==> src/hdl/rss_pkg.sv <==
// Shared types, constants and codes for the RAID0 stripe request splitter.
`timescale 1ns / 1ps

package rss_pkg;

	localparam int RSS_ADDR_BITS         = 48;
	localparam int RSS_KIB_SHIFT         = 10;
	localparam int RSS_OBJ_BITS          = RSS_ADDR_BITS - RSS_KIB_SHIFT;
	localparam int RSS_KIB_BITS          = 16;
	localparam int RSS_OFF_BITS          = RSS_KIB_BITS + RSS_KIB_SHIFT;
	localparam int RSS_LEN_BITS          = 16;
	localparam int RSS_POS_BITS          = 15;
	localparam int RSS_MAX_REQUEST_BYTES = 32768;
	localparam int RSS_MAX_REPLICAS      = 4;
	localparam int RSS_TARGETS           = 4;
	localparam int RSS_REP_LIMIT         =
		(RSS_MAX_REPLICAS < RSS_TARGETS) ? RSS_MAX_REPLICAS : RSS_TARGETS;
	localparam int RSS_REP_BITS          = 3;
	localparam int RSS_TGT_BITS          = 8;
	localparam int RSS_WIDTH_BITS        = RSS_TGT_BITS + 1;
	localparam int RSS_MAX_WIDTH         = 256;
	localparam int RSS_CNT_BITS          = $clog2(RSS_OBJ_BITS);
	localparam int RSS_CFG_IDX_BITS      = 3;
	localparam int RSS_CFG_DATA_BITS     = 16;

	localparam logic [RSS_KIB_BITS-1:0]   RSS_STRIPE_RESET = 16'd128;
	localparam logic [RSS_REP_BITS-1:0]   RSS_COUNT_RESET  = 3'd1;
	localparam logic [RSS_WIDTH_BITS-1:0] RSS_WIDTH_RESET  = 9'd1;

	typedef enum logic [RSS_CFG_IDX_BITS-1:0] {
		CFG_STRIPE_KIB    = 3'd0,
		CFG_REPLICA_COUNT = 3'd1,
		CFG_WIDTH_0       = 3'd2,
		CFG_WIDTH_1       = 3'd3,
		CFG_WIDTH_2       = 3'd4,
		CFG_WIDTH_3       = 3'd5
	} rss_cfg_idx_t;

	typedef enum logic [1:0] {
		ST_IDLE,
		ST_DIV,
		ST_EMIT
	} rss_state_t;

	typedef struct packed {
		logic                     func;
		logic [RSS_ADDR_BITS-1:0] request_offset;
		logic [RSS_LEN_BITS-1:0]  request_length;
	} rss_req_t;

	typedef struct packed {
		logic                     op_kind;
		logic [RSS_OBJ_BITS-1:0]  object_number;
		logic [RSS_OFF_BITS-1:0]  chunk_offset;
		logic [RSS_LEN_BITS-1:0]  chunk_length;
		logic [RSS_POS_BITS-1:0]  buffer_position;
		logic [RSS_TGT_BITS-1:0]  target_0;
		logic [RSS_TGT_BITS-1:0]  target_1;
		logic [RSS_TGT_BITS-1:0]  target_2;
		logic [RSS_TGT_BITS-1:0]  target_3;
		logic                     last_chunk;
	} rss_chunk_t;

	typedef struct packed {
		logic load;
		logic shift;
		logic incr;
	} rss_div_ctrl_t;

	typedef struct packed {
		logic clear;
		logic shift;
		logic qbit;
		logic incr;
	} rss_mod_ctrl_t;

endpackage

==> src/hdl/rss_divider.sv <==
// Bit-serial restoring divider of the object address by the stripe size in KiB.
`timescale 1ns / 1ps

module rss_divider import rss_pkg::*; (
	input  logic                    clk,
	input  rss_div_ctrl_t           ctrl,
	input  logic [RSS_OBJ_BITS-1:0] dividend,
	input  logic [RSS_KIB_BITS-1:0] divisor,
	output logic                    qbit,
	output logic [RSS_OBJ_BITS-1:0] quo,
	output logic [RSS_KIB_BITS-1:0] rem
);

	logic [RSS_OBJ_BITS-1:0] quo_q;
	logic [RSS_KIB_BITS-1:0] rem_q;
	logic [RSS_KIB_BITS:0]   trial;
	logic [RSS_KIB_BITS:0]   diff;

	assign trial = {rem_q, quo_q[RSS_OBJ_BITS-1]};
	assign diff  = trial - {1'b0, divisor};
	assign qbit  = (trial >= {1'b0, divisor});
	assign quo   = quo_q;
	assign rem   = rem_q;

	always_ff @(posedge clk) begin
		if (ctrl.load) begin
			quo_q <= dividend;
			rem_q <= '0;
		end else if (ctrl.shift) begin
			quo_q <= {quo_q[RSS_OBJ_BITS-2:0], qbit};
			rem_q <= qbit ? diff[RSS_KIB_BITS-1:0] : trial[RSS_KIB_BITS-1:0];
		end else if (ctrl.incr) begin
			quo_q <= quo_q + RSS_OBJ_BITS'(1);
			rem_q <= '0;
		end
	end

endmodule

==> src/hdl/rss_tgt_mod.sv <==
// Bit-serial residue of the object number modulo one replica's stripe width.
`timescale 1ns / 1ps

module rss_tgt_mod import rss_pkg::*; (
	input  logic                      clk,
	input  rss_mod_ctrl_t             ctrl,
	input  logic [RSS_WIDTH_BITS-1:0] width,
	output logic [RSS_TGT_BITS-1:0]   residue
);

	logic [RSS_TGT_BITS-1:0]   res_q;
	logic [RSS_WIDTH_BITS-1:0] dbl;
	logic [RSS_WIDTH_BITS-1:0] dbl_sub;
	logic [RSS_WIDTH_BITS-1:0] inc;

	assign dbl     = {res_q, ctrl.qbit};
	assign dbl_sub = dbl - width;
	assign inc     = {1'b0, res_q} + RSS_WIDTH_BITS'(1);
	assign residue = res_q;

	always_ff @(posedge clk) begin
		if (ctrl.clear) begin
			res_q <= '0;
		end else if (ctrl.shift) begin
			res_q <= (dbl >= width) ? dbl_sub[RSS_TGT_BITS-1:0] : dbl[RSS_TGT_BITS-1:0];
		end else if (ctrl.incr) begin
			res_q <= (inc == width) ? '0 : inc[RSS_TGT_BITS-1:0];
		end
	end

endmodule

==> src/hdl/raid0_stripe_request_splitter.sv <==
// Top level: splits a byte request into stripe chunks with per-replica targets.
//
//   channel  direction  handshake              beat
//   req      in         req_valid / req_stall  rss_req_t: func, offset, length
//   chunk    out        chunk_valid / stall    rss_chunk_t: one stripe chunk
//   cfg      in         cfg_valid / cfg_ready  cfg_index, cfg_data
//
// A request is accepted in idle, divided in the serial divider, then gives one
// chunk per cycle while chunk_stall is low; a run that wraps past the top of the
// address range pays a second division. A zero-length request makes no chunk.
// Reset loads the configuration defaults and empties the output register.
// chunk_stall holds the output register and the sequencer behind it.
`timescale 1ns / 1ps

module raid0_stripe_request_splitter import rss_pkg::*; (
	input  logic                         clk,
	input  logic                         arst_n,
	input  logic                         req_valid,
	output logic                         req_stall,
	input  rss_req_t                     req,
	output logic                         chunk_valid,
	input  logic                         chunk_stall,
	output rss_chunk_t                   chunk,
	input  logic                         cfg_valid,
	output logic                         cfg_ready,
	input  logic [RSS_CFG_IDX_BITS-1:0]  cfg_index,
	input  logic [RSS_CFG_DATA_BITS-1:0] cfg_data
);

	rss_state_t state_q, state_d;

	logic [RSS_KIB_BITS-1:0]   stripe_kib_q;
	logic [RSS_REP_BITS-1:0]   replica_count_q;
	logic [RSS_WIDTH_BITS-1:0] width_q [RSS_TARGETS];

	logic [RSS_KIB_BITS-1:0]   stripe_eff;
	logic [RSS_REP_BITS-1:0]   reps;
	logic [RSS_WIDTH_BITS-1:0] width_eff [RSS_TARGETS];
	logic [RSS_TGT_BITS-1:0]   residue [RSS_TARGETS];
	logic [RSS_TGT_BITS-1:0]   tgt_eff [RSS_TARGETS];

	logic                      kind_q;
	logic [RSS_ADDR_BITS-1:0]  addr_q;
	logic [RSS_LEN_BITS-1:0]   len_q;
	logic [RSS_LEN_BITS-1:0]   pos_q;
	logic [RSS_CNT_BITS-1:0]   cnt_q;
	rss_chunk_t                out_q;
	logic                      out_valid_q;

	logic [RSS_LEN_BITS-1:0]   req_len_sat;
	logic [RSS_OFF_BITS-1:0]   off;
	logic [RSS_OFF_BITS-1:0]   stripe_bytes;
	logic [RSS_OFF_BITS-1:0]   room;
	logic [RSS_LEN_BITS-1:0]   left;
	logic                      take_left;
	logic [RSS_LEN_BITS-1:0]   clen;
	logic [RSS_LEN_BITS-1:0]   next_pos;
	logic [RSS_ADDR_BITS:0]    next_addr;
	logic                      wrap;
	logic                      out_free;
	logic                      emit;
	logic                      div_done;

	rss_div_ctrl_t             div_ctrl;
	rss_mod_ctrl_t             mod_ctrl;
	logic [RSS_OBJ_BITS-1:0]   dividend;
	logic                      div_qbit;
	logic [RSS_OBJ_BITS-1:0]   div_quo;
	logic [RSS_KIB_BITS-1:0]   div_rem;
	rss_chunk_t                out_d;

	assign cfg_ready = 1'b1;

	always_ff @(posedge clk or negedge arst_n) begin
		if (!arst_n) begin
			stripe_kib_q    <= RSS_STRIPE_RESET;
			replica_count_q <= RSS_COUNT_RESET;
			for (int i = 0; i < RSS_TARGETS; i++) begin
				width_q[i] <= RSS_WIDTH_RESET;
			end
		end else if (cfg_valid) begin
			unique case (cfg_index) inside
				CFG_STRIPE_KIB: begin
					stripe_kib_q <= cfg_data[RSS_KIB_BITS-1:0];
				end
				CFG_REPLICA_COUNT: begin
					replica_count_q <= cfg_data[RSS_REP_BITS-1:0];
				end
				[CFG_WIDTH_0:CFG_WIDTH_3]: begin
					width_q[2'(cfg_index - CFG_WIDTH_0)] <= cfg_data[RSS_WIDTH_BITS-1:0];
				end
				default: ;
			endcase
		end
	end

	always_comb begin
		stripe_eff = (stripe_kib_q == '0) ? RSS_KIB_BITS'(1) : stripe_kib_q;
		if (replica_count_q == '0) begin
			reps = RSS_REP_BITS'(1);
		end else if (replica_count_q > RSS_REP_BITS'(RSS_REP_LIMIT)) begin
			reps = RSS_REP_BITS'(RSS_REP_LIMIT);
		end else begin
			reps = replica_count_q;
		end
		for (int i = 0; i < RSS_TARGETS; i++) begin
			if (width_q[i] == '0) begin
				width_eff[i] = RSS_WIDTH_BITS'(1);
			end else if (width_q[i] > RSS_WIDTH_BITS'(RSS_MAX_WIDTH)) begin
				width_eff[i] = RSS_WIDTH_BITS'(RSS_MAX_WIDTH);
			end else begin
				width_eff[i] = width_q[i];
			end
			tgt_eff[i] = (i < int'(reps)) ? residue[i] : '0;
		end
	end

	assign req_len_sat = (req.request_length > RSS_LEN_BITS'(RSS_MAX_REQUEST_BYTES))
		? RSS_LEN_BITS'(RSS_MAX_REQUEST_BYTES) : req.request_length;

	assign off          = {div_rem, addr_q[RSS_KIB_SHIFT-1:0]};
	assign stripe_bytes = {stripe_eff, {RSS_KIB_SHIFT{1'b0}}};
	assign room         = stripe_bytes - off;
	assign left         = len_q - pos_q;
	assign take_left    = ({{(RSS_OFF_BITS-RSS_LEN_BITS){1'b0}}, left} <= room);
	assign clen         = take_left ? left : room[RSS_LEN_BITS-1:0];
	assign next_pos     = pos_q + clen;
	assign next_addr    = {1'b0, addr_q} + (RSS_ADDR_BITS+1)'(clen);
	assign wrap         = next_addr[RSS_ADDR_BITS];
	assign out_free     = !out_valid_q || !chunk_stall;
	assign div_done     = (cnt_q == RSS_CNT_BITS'(RSS_OBJ_BITS-1));

	assign dividend = (state_q == ST_IDLE) ? req.request_offset[RSS_ADDR_BITS-1:RSS_KIB_SHIFT]
		: next_addr[RSS_ADDR_BITS-1:RSS_KIB_SHIFT];

	always_comb begin
		state_d = state_q;
		unique case (state_q)
			ST_IDLE: begin
				if (req_valid && (req.request_length != '0)) begin
					state_d = ST_DIV;
				end
			end
			ST_DIV: begin
				if (div_done) begin
					state_d = ST_EMIT;
				end
			end
			ST_EMIT: begin
				if (out_free) begin
					if (take_left) begin
						state_d = ST_IDLE;
					end else if (wrap) begin
						state_d = ST_DIV;
					end
				end
			end
			default: state_d = ST_IDLE;
		endcase
	end

	always_comb begin
		req_stall = 1'b1;
		div_ctrl  = '0;
		emit      = 1'b0;
		unique case (state_q)
			ST_IDLE: begin
				req_stall     = 1'b0;
				div_ctrl.load = req_valid && (req.request_length != '0);
			end
			ST_DIV: begin
				div_ctrl.shift = 1'b1;
			end
			ST_EMIT: begin
				emit          = out_free;
				div_ctrl.load = out_free && !take_left && wrap;
				div_ctrl.incr = out_free && !take_left && !wrap;
			end
			default: ;
		endcase
	end

	assign mod_ctrl.clear = div_ctrl.load;
	assign mod_ctrl.shift = div_ctrl.shift;
	assign mod_ctrl.qbit  = div_qbit;
	assign mod_ctrl.incr  = div_ctrl.incr;

	rss_divider u_div (
		.clk      (clk),
		.ctrl     (div_ctrl),
		.dividend (dividend),
		.divisor  (stripe_eff),
		.qbit     (div_qbit),
		.quo      (div_quo),
		.rem      (div_rem)
	);

	for (genvar g = 0; g < RSS_TARGETS; g++) begin : g_tgt
		rss_tgt_mod u_mod (
			.clk     (clk),
			.ctrl    (mod_ctrl),
			.width   (width_eff[g]),
			.residue (residue[g])
		);
	end

	always_comb begin
		out_d.op_kind         = kind_q;
		out_d.object_number   = div_quo;
		out_d.chunk_offset    = off;
		out_d.chunk_length    = clen;
		out_d.buffer_position = pos_q[RSS_POS_BITS-1:0];
		out_d.target_0        = tgt_eff[0];
		out_d.target_1        = tgt_eff[1];
		out_d.target_2        = tgt_eff[2];
		out_d.target_3        = tgt_eff[3];
		out_d.last_chunk      = take_left;
	end

	always_ff @(posedge clk or negedge arst_n) begin
		if (!arst_n) begin
			state_q     <= ST_IDLE;
			cnt_q       <= '0;
			out_valid_q <= 1'b0;
		end else begin
			state_q <= state_d;
			if (div_ctrl.load) begin
				cnt_q <= '0;
			end else if (div_ctrl.shift) begin
				cnt_q <= cnt_q + RSS_CNT_BITS'(1);
			end
			if (emit) begin
				out_valid_q <= 1'b1;
			end else if (!chunk_stall) begin
				out_valid_q <= 1'b0;
			end
		end
	end

	always_ff @(posedge clk) begin
		if (state_q == ST_IDLE && req_valid) begin
			kind_q <= req.func;
			addr_q <= req.request_offset;
			len_q  <= req_len_sat;
			pos_q  <= '0;
		end
		if (emit) begin
			out_q  <= out_d;
			pos_q  <= next_pos;
			addr_q <= next_addr[RSS_ADDR_BITS-1:0];
		end
	end

	assign chunk_valid = out_valid_q;
	assign chunk       = out_q;

endmodule

==> config.mk <==
export PLATFORM = sky130hd
export DESIGN_NAME = raid0_stripe_request_splitter
export DESIGN_NICKNAME = d
export VERILOG_FILES = /design/src/hdl/rss_pkg.sv /design/src/hdl/rss_divider.sv /design/src/hdl/rss_tgt_mod.sv /design/src/hdl/raid0_stripe_request_splitter.sv
export SDC_FILE = /design/constraint.sdc
export NUM_CORES = 1
export LEC_CHECK = 0
export BUFFER_PORTS_ARGS = -buffer_cell sky130_fd_sc_hd__clkbuf_2
export CORE_ASPECT_RATIO = 0.75
export CORE_MARGIN = 2
export CORE_UTILIZATION = 45
export CTS_CLUSTER_DIAMETER = 100
export DETAILED_ROUTE_END_ITERATION = 7
export HOLD_SLACK_MARGIN = 0.08
export PLACE_DENSITY = 0.66
export SETUP_SLACK_MARGIN = 0.05
export SLEW_MARGIN = 5
export SYNTH_ARGS = -nofsm -noshare
export SYNTH_HDL_FRONTEND = slang
export SYNTH_SLANG_ARGS = --single-unit
==> constraint.sdc <==
create_clock -name clk -period 8.6 [get_ports clk]
set_input_delay 0.43 -clock clk [delete_from_list [all_inputs] [get_ports clk]]
set_output_delay 0.43 -clock clk [all_outputs]
set_load 0.05 [all_outputs]
; Word level (Yosys, flattened, before mapping)
; Index checks and enable logic that the tools add are counted.
[word_totals]
register_bits = 360
latchBits = 0
ramBits = 0
romBits = 0
in_bits = 89
output_inout_bits = 132
word_cells = 165
n_memories = 0
[classes]
n_addsub = 16
n_mul = 0
div_mod_pow = 0
n_lt_le_gt_ge = 20
n_eq_ne = 13
shifts = 0
mux = 57
bitwise = 1
reduce_logical = 29
[op_table]
columns = op, count
row1 = $mux W38, 4
row2 = $mux W8, 16
row3 = $mux W16, 7
row4 = $mux W48, 2
row5 = $mux W9, 9
row6 = $add A48 B16 Y49, 1
row7 = $add A38 B1 Y38 const B, 1
row8 = $add A8 B1 Y9 const B, 4
row9 = $bwmux W36, 1
row10 = $eq A9 B9 Y1, 4
row11 = $ge A9 B9 Y1, 4
row12 = $gt A9 B9 Y1 const B, 4
row13 = $logic_not A9 Y1, 4
row14 = $sub A16 B16 Y16, 2
row15 = $sub A8 B8 Y8, 4
row16 = $le A16 B26 Y1, 1
row17 = $sub A26 B26 Y26, 1
row18 = $demux W9 S2, 1
row19 = $ge A17 B16 Y1, 1
row20 = $add A16 B16 Y16, 1
row21 = $gt A16 B16 Y1 const B, 1
row22 = $logic_not A16 Y1, 1
row23 = $reduce_bool A16 Y1, 1
row24 = $mux W6, 2
row25 = other kinds (31), 59

; Depth between registers and ports, before layout
; Gate-level depths: netlist of run 1.
[logic_depth]
word_depth = 12
mapped_depth = 40
depth_no_buf = 36

; Hierarchy
; Synthesis of run 1 repeated with hierarchy kept, for this count alone.
[hier_totals]
hier_cells = 2606
area_unflattened_um2 = 24702.4
[modules_own_cells]
columns = module, instances, cells_per_inst, area_per_inst_um2, seq_area_each_um2
row1 = raid0_stripe_request_splitter, 1, 1389, 15092.0, 7915.1
row2 = rss_tgt_mod, 4, 175, 1346.3, 160.2
row3 = rss_divider, 1, 517, 4225.3, 1461.4

; Worst setup path after synthesis of run 1
; No wires, ideal clock.
[synth_timing]
path_kind = register to register
start = register len_q[0]
end = register u_div.quo_q[0] (netlist: u_div.quo[0]) (enable)
setup_time_ps = 393
t_arrival_ps = 7896
required_time_ps = 8207
path_slack_ps = 312
path_stages_with_launch = 39
n_path_buf = 4
period_less_slack_ps = 8288
path_cell_list = edfxtp_1 -> inv_1 -> ha_1 -> inv_1 -> fa_1 -> a21o_1 -> a21oi_1 -> nor2b_1 -> o21ai_0 -> a211oi_1 -> o31a_1 -> a21o_1 -> a21oi_1 -> xnor2_1 -> ha_1 -> nand2_1 -> or4_1 -> a211o_1 -> (+3 left out) -> nand4_2 -> clkbuf_1 -> clkbuf_1 -> a21oi_1 -> ha_1 -> inv_1 -> fa_1 -> nor2b_1 -> o31a_1 -> o311ai_0 -> a21boi_0 -> o21a_1 -> clkbuf_1 -> nand4_1 -> o21bai_4 -> buf_4 -> nor2_1 -> inv_1
[synth_via]
elab_chain_cells = 8
word_cells_on_any_way = 12
classes_between = add/sub (2) / order compare (1) / mux (3) / reduce/logical (6)
[synth_rtl]
columns = element, line_no
row1 = start: declaration, raid0_stripe_request_splitter.sv:44  ; logic [RSS_LEN_BITS-1:0] len_q;
row2 = start signal: assignment, raid0_stripe_request_splitter.sv:244  ; len_q <= req_len_sat;
row3 = $sub A16 B16 Y16 *, raid0_stripe_request_splitter.sv:124  ; assign left = len_q - pos_q;
row4 = $le A16 B26 Y1, raid0_stripe_request_splitter.sv:125  ; assign take_left = ({{(RSS_OFF_BITS-RSS_LEN_BITS){1'b0}}, left} <= room);
row5 = $mux W16 *, raid0_stripe_request_splitter.sv:126  ; assign clen = take_left ? left : room[RSS_LEN_BITS-1:0];
row6 = via clen[0], raid0_stripe_request_splitter.sv:56  ; logic [RSS_LEN_BITS-1:0] clen;
row7 = $add A48 B16 Y49 *, raid0_stripe_request_splitter.sv:128  ; assign next_addr = {1'b0, addr_q} + (RSS_ADDR_BITS+1)'(clen);
row8 = $logic_not A1 Y1, raid0_stripe_request_splitter.sv:177  ; div_ctrl.incr = out_free && !take_left && !wrap;
row9 = $logic_and A1 B1 Y1, raid0_stripe_request_splitter.sv:177
row10 = $mux W1, raid0_stripe_request_splitter.sv:166  ; unique case (state_q)
row11 = $reduce_bool A3 Y1 (no line) *, n/a
row12 = end signal: assignment, rss_divider.sv:27  ; quo_q <= dividend;
row13 = end signal: assignment, rss_divider.sv:30  ; quo_q <= {quo_q[RSS_OBJ_BITS-2:0], qbit};
row14 = end signal: assignment, rss_divider.sv:33  ; quo_q <= quo_q + RSS_OBJ_BITS'(1);
row15 = end: declaration, rss_divider.sv:14  ; logic [RSS_OBJ_BITS-1:0] quo_q;
; Mark *: on every way through the listed nets, which the timed path passes. The rest lies on a longest branch.
; A chain may end at the register's enable or synchronous reset.

; Worst setup path after layout of run 1
[layout_timing]
start = register len_q[0]
end = register u_div.quo_q[18] (netlist: u_div.quo[18]) (enable)
; Same word-level chain as after synthesis.

==> results_dict.tcl, run 1 <==
set metrics [dict create \
    status "completed" \
    final_cell_count_no_fill 3301 \
    yosys-top-cells-area "edfxtp_1 (32%), ha_1 (7.6%), dfrtp_1 (6.3%), nand2_1 (4.7%), xnor2_1 (4.4%)" \
    seqCellArea_mm2 0.01002 \
    grt_max_degree 100 \
    slew_viol_final 0 \
    cp.arrival_ps 8500 \
    totalWireLength_um 68320 \
    finalClockSkew_ps 15.93 \
    cp_slowest_stage_delay_ps 500 \
    dr.first_iter.drc_count 1847 \
    ys_types 85 \
    dpl.hpwl_um 49480 \
    wl_per_cell_um 20.70 \
    synthArstFlopShare 0.1778 \
    vias 19442 \
    maxCapViolations 0 \
    fin_crit_sh 0.9538 \
    nFillCells 4580 \
    ant_nets 0 \
    yosys.area.top_type "edfxtp_1" \
    cp-start-kind "flop" \
    place.gp.congestion 0.9106 \
    path_clk_slew_ps 60 \
    portBuffers 219 \
    synth_area_mm2 0.02293 \
    fp.dieH_um 199.5 \
    synth-edff-count 248 \
    cts.htree.levels 2 \
    cts_buffers 40 \
    initial_core_util 0.4561 \
    synth_warnings 0 \
    vdd_drop_max_v 0.0001262 \
    period_needed_ps 8202 \
    crit_path_top_delay_cell "or4_1" \
    clkLatencyLatePin_ps 570 \
    hold_viol 0 \
    drc_errors 0 \
    r2r_slack_ps 400 \
    num_io_pins 221 \
    cts_root_buffer "clkbuf_16" \
    die_area_mm2 0.05280 \
    post_drt_via_cell_ratio 5.890 \
    antenna_found_initial 4 \
    cp.required_ps 8900 \
    grt_usage 0.2531 \
    power_leakage_uw 0.01083 \
    syn_inst 2426 \
    yosysMostFrequentCell "nand2_1" \
    syn-num-nets 2662 \
    power_density_mw_per_mm2 344.6 \
    end_kind "flop" \
    relSlewSlack 0.2381 \
    grt_pass1_wl_um 104600 \
    timing.final.ws_setup_ps 397.7 \
    die_w_um 264.7 \
    area_growth_pct 14.65 \
    placedCellCount 3218 \
    final_nets 2850 \
    cts_tree "yes" \
    drtPass1Iterations 5 \
    multi_input_area_mm2 0.01212 \
    syn_avg_cell_area_um2 9.452 \
    drive_above_1_share 0.1605 \
    worstSetupPathType "reg -> reg" \
    synth_top_area_frac 0.3248 \
    synth_commonest_cells "nand2_1 (290), edfxtp_1 (248), nor2_1 (187)" \
    setup_tns_ps 0 \
    dp_slack_ps -260.6 \
    gr-total-overflow 0 \
    synth_ff_type "edfxtp_1" \
    rsz0062_at_grt "false" \
    ys_ff_latch 360 \
    core_mm2 0.05028 \
    grt_pass1_vias 18458 \
    placementRows 71 \
    hp-class "in -> async" \
    clock_sink_count 360 \
    tightest_slew_ps 1143 \
    cts_buffer_depth 3 \
    worstPathMaxFanout 32 \
    finalSetupViolations 0 \
    yosysSeqAreaShare 0.4368 \
    max_freq_mhz 121.9 \
]
what timing repair did:
item	CTS	global route
endpoints found under the setup margin	95	145
pin swaps	1	5
endpoints found under the hold margin	1	0
setup buffers	1	6
cloned	1	2
hold buffers	1	0
gates resized for setup	7	26
layer usage:
metal,vias up,wire [um],track usage
met4,0,1651,0.06968
met2,722,29250,0.3760
met3,101,5657,0.05607
met5,-,0,0
li1,9175,-,-
met1,9444,31760,0.3705
worst max-delay path, delay by kind of cell, from the launching register on:
family	cells	cell delay, ps
AOI/OAI and AO/OA	16	3080
and+or+nand+nor	9	2090
adders and majority gates	5	1500
buffers and inverters	6	770
DFF	1	360
xor gates and xnor gates	1	110
state kept, by name (all words and copies together) (netlist names):
name	count
replica_count_q	3
addr_q	48
u_div.rem	16
u_div.quo	38
kind_q	1
pos_q	16
g_tgt.u_mod.residue	32
state_q	2
chunk	129
chunk_valid	1
stripe_kib_q	16
cnt_q	6
len_q	16
width_q	36
metrics by stage:
step	instance area, um2	hold WS [ps]	power (uW)	util
floorplan	22930	134.4	6033	-
global placement	24710	402.3	7089	0.4915
detailed placement	24710	412.4	7174	0.4915
CTS	26100	90.43	8984	0.5192
global route	26290	125.1	9725	0.5229
finish	26290	83.47	9060	0.5229
cell type report:
cell class | instances | share of cell area
antenna | 3 | 0.0002856
sequential | 360 | 0.3810
clock inverter | 17 | 0.006282
clock buffer | 52 | 0.04336
multi-input combinational | 1832 | 0.4610
inverter | 113 | 0.01632
tap | 657 | 0.03127
timing repair buffer | 267 | 0.06044
cell families (layout without fill, tap and decap cells):
kind of cell               count (synthesis)  in the layout  share of synthesized area
and+or+nand+nor                          851            851                     0.1779
other                                      1              4                  0.0001635
DFF                                      360            360                     0.4368
xor gates and xnor gates                 182            182                    0.06951
buffers and inverters                    234            449                    0.03972
muxes                                     64             64                    0.03028
adders and majority gates                147            147                    0.08283
AOI/OAI and AO/OA                        587            587                     0.1628
layout by cell type, fill, tap and decap left out, drive strengths merged, types with 7 or more instances in the layout:
cell / n
nand2: 290
clkbuf: 272
edfxtp: 248
nor2: 188
o21ai: 162
a21oi: 150
ha: 139
xnor2: 114
inv: 110
nand3: 68
xor2: 68
dfrtp: 58
nor3: 55
nor2b: 54
dfxtp: 48
buf: 45
mux2: 40
a21o: 38
o211ai: 37
and3: 37
a31oi: 31
nand4: 29
a211oi: 27
mux2i: 24
and2: 23
nand2b: 22
nor4: 21
o21a: 17
o32ai: 16
clkinv: 16
or3: 15
o22ai: 13
or2: 13
o31ai: 13
and4: 8
a211o: 8
fa: 8
or4: 7
a21boi: 7
final timing paths:
kind / startpoint / to / cells after the start
worst max-delay path: len_q[0] / u_div.quo[18] / 37
worst min-delay path: arst_n / width_q[17] / 2
worst max register to register: len_q[0] / u_div.quo[18] / 37
worst min register to register: kind_q / chunk[128] / 0
max in group asynchronous: arst_n / cnt_q[4] / 2
min in group clk: cfg_data[12] / stripe_kib_q[12] / 3
power by group:
part	switching, uW	internal (uW)
clock network	732	1020
logic	2560	1870
registers	542	2340
(Power assumes the default switching activity.)
==> inputs of run 2 (changes only) <==
Settings changed: REMOVE_ABC_BUFFERS set to 1.
==> results_dict.tcl, run 2 (synthesis gave the netlist of run 1 again) <==
set metrics [dict create \
    fp.dieH_um 199.5 \
    maxCapViolations 0 \
    cp.required_ps 9080 \
    final_cell_mix "nand2_1 (289), edfxtp_1 (248), clkbuf_2 (218)" \
    finalClockSkew_ps 25.31 \
    core_mm2 0.05028 \
    slew_viol_final 0 \
    drc_errors 0 \
    final_nets 2838 \
    relSlewSlack 0.2093 \
    drtPass1Iterations 5 \
    cts_tree "yes" \
    dpl.hpwl_um 46680 \
    die_area_mm2 0.05280 \
    n_antenna_cell 0 \
    grt_usage 0.2426 \
    crit_path_top_delay_cell "or4b_2" \
    cp_slowest_stage_delay_ps 670 \
    fin_crit_sh 0.9396 \
    cts.htree.levels 2 \
    dr.first_iter.drc_count 1738 \
    power_leakage_uw 0.01071 \
    largest_reg_flops 129 \
    critical-path-top-delay-family "simple AND/OR/NAND/NOR gates" \
    worstPathMaxFanout 30 \
    power_density_mw_per_mm2 344.3 \
    ant_nets 0 \
    wl_per_cell_um 19.83 \
    grt_pass1_wl_um 101400 \
    end_kind "flop" \
    hold_viol 0 \
    dp_slack_ps 106.4 \
    clkLatencyLatePin_ps 570 \
    cp.buffers_inverters 3 \
    vdd_drop_max_v 0.0001381 \
    crit_path_frequent_cell "ha_1" \
    cp.arrival_ps 8560 \
    antenna_found_initial 0 \
    drive_above_1_share 0.1515 \
    cts_buffers 40 \
    placementRows 71 \
    die_w_um 264.7 \
    post-route-util 0.5186 \
    tightest_slew_ps 1186 \
    post_drt_via_cell_ratio 5.796 \
    gr-total-overflow 0 \
    cp-start-kind "flop" \
    area_growth_pct 13.72 \
    finalSetupViolations 0 \
    hp-class "in -> async" \
    timing.final.ws_setup_ps 519.8 \
    vias 19073 \
    max_freq_mhz 123.8 \
    portBuffers 219 \
    cts_root_buffer "clkbuf_16" \
    layout_commonest_cell "nand2_1" \
    totalWireLength_um 65250 \
    initial_core_util 0.4561 \
    grt_max_degree 99 \
    cts_buffer_depth 3 \
    status "completed" \
    path_clk_slew_ps 60 \
    place.gp.congestion 0.9381 \
    period_needed_ps 8080 \
    clock_sink_count 360 \
    grt_pass1_vias 17978 \
    num_io_pins 221 \
    rsz0062_at_grt "false" \
    worstSetupPathType "reg -> reg" \
]
[run 2: changes by cell type in the layout (fill, tap and decap cells not counted), moves of 3 or more]
cell,previous run,this run
a21oi_1,145,148
a21oi_2,5,1
buf_12,4,1
buf_4,39,27
buf_6,0,4
clkinv_1,6,11
clkinv_2,9,5
clkinvlp_4,1,4
diode_2,3,0
o21ai_0,149,155
o21ai_1,10,7
o21ai_2,3,0
[run 2: area by class of cell]
| type | count | area (um2) |
|---|---|---|
| Multi-Input combinational cell | 1832 | 12080 |
| Inverter | 113 | 429.2 |
| Clock inverter | 21 | 188.9 |
| Timing Repair Buffer | 255 | 1419 |
| Tap cell | 657 | 822.0 |
| Fill cell | 4597 | 24200 |
| Sequential cell | 360 | 10020 |
| Clock buffer | 53 | 1122 |
[run 2: final timing paths]
kind | start | end | slack [ps] | depth (start not counted)
min in group clk | cfg_data[14] | stripe_kib_q[14] | 110 | 3
worst min-delay path | arst_n | replica_count_q[2] | 60 | 2
worst max register to register | len_q[0] | g_tgt[1].u_mod.residue[7] | 520 | 33
worst max-delay path | len_q[0] | g_tgt[1].u_mod.residue[7] | 520 | 33
max in group asynchronous | arst_n | stripe_kib_q[11] | 7940 | 2
worst min register to register | kind_q | chunk[128] | 430 | 0
[run 2: metal layers]
layer  up-vias  global-route usage  routed length [um]
met5         -                   0                   0
met4         0             0.06822                1665
met3       101             0.03746                4417
met2       688              0.3547               27320
met1      9135              0.3694               31850
li1       9149                   -                   -
[run 2: worst reg2reg max path, delay by kind of cell (launching register included)]
family	cells	cell delay [ps]
flops	1	360
simple gates	10	2980
compound gates	15	2950
fa+ha+maj	4	1190
xor+xnor	1	130
buf+inv	3	400
[run 2: report_power, final]
part | leakage, uW | total (uW) | internal [uW] | switching, uW
clock network | 0.000631 | 1750 | 1010 | 739
logic | 0.00659 | 4380 | 1840 | 2540
registers | 0.00349 | 2850 | 2340 | 517
[run 2: what timing repair did]
item,CTS,global route
hold buffers,3,0
gates resized for setup,0,19
endpoints found under the setup margin,0,145
setup buffers,0,1
hold endpoints to repair,3,0
[run 2: per-stage QoR]
| stage | cell area [um2] | instances | hold WS (ps) | TNS [ps] | total power (uW) |
|---|---|---|---|---|---|
| finish | 26080 | 3291 | 64.72 | 0 | 8979 |
| global route | 26080 | 3291 | 114.7 | 0 | 9621 |
| CTS | 25980 | 3289 | 86.89 | 0 | 8910 |
| detailed placement | 24640 | 3212 | 432.3 | 0 | 7107 |
| global placement | 24640 | 3212 | 401.9 | 0 | 7019 |
| floorplan | 22440 | 2305 | 134.4 | -27810 | 5963 |
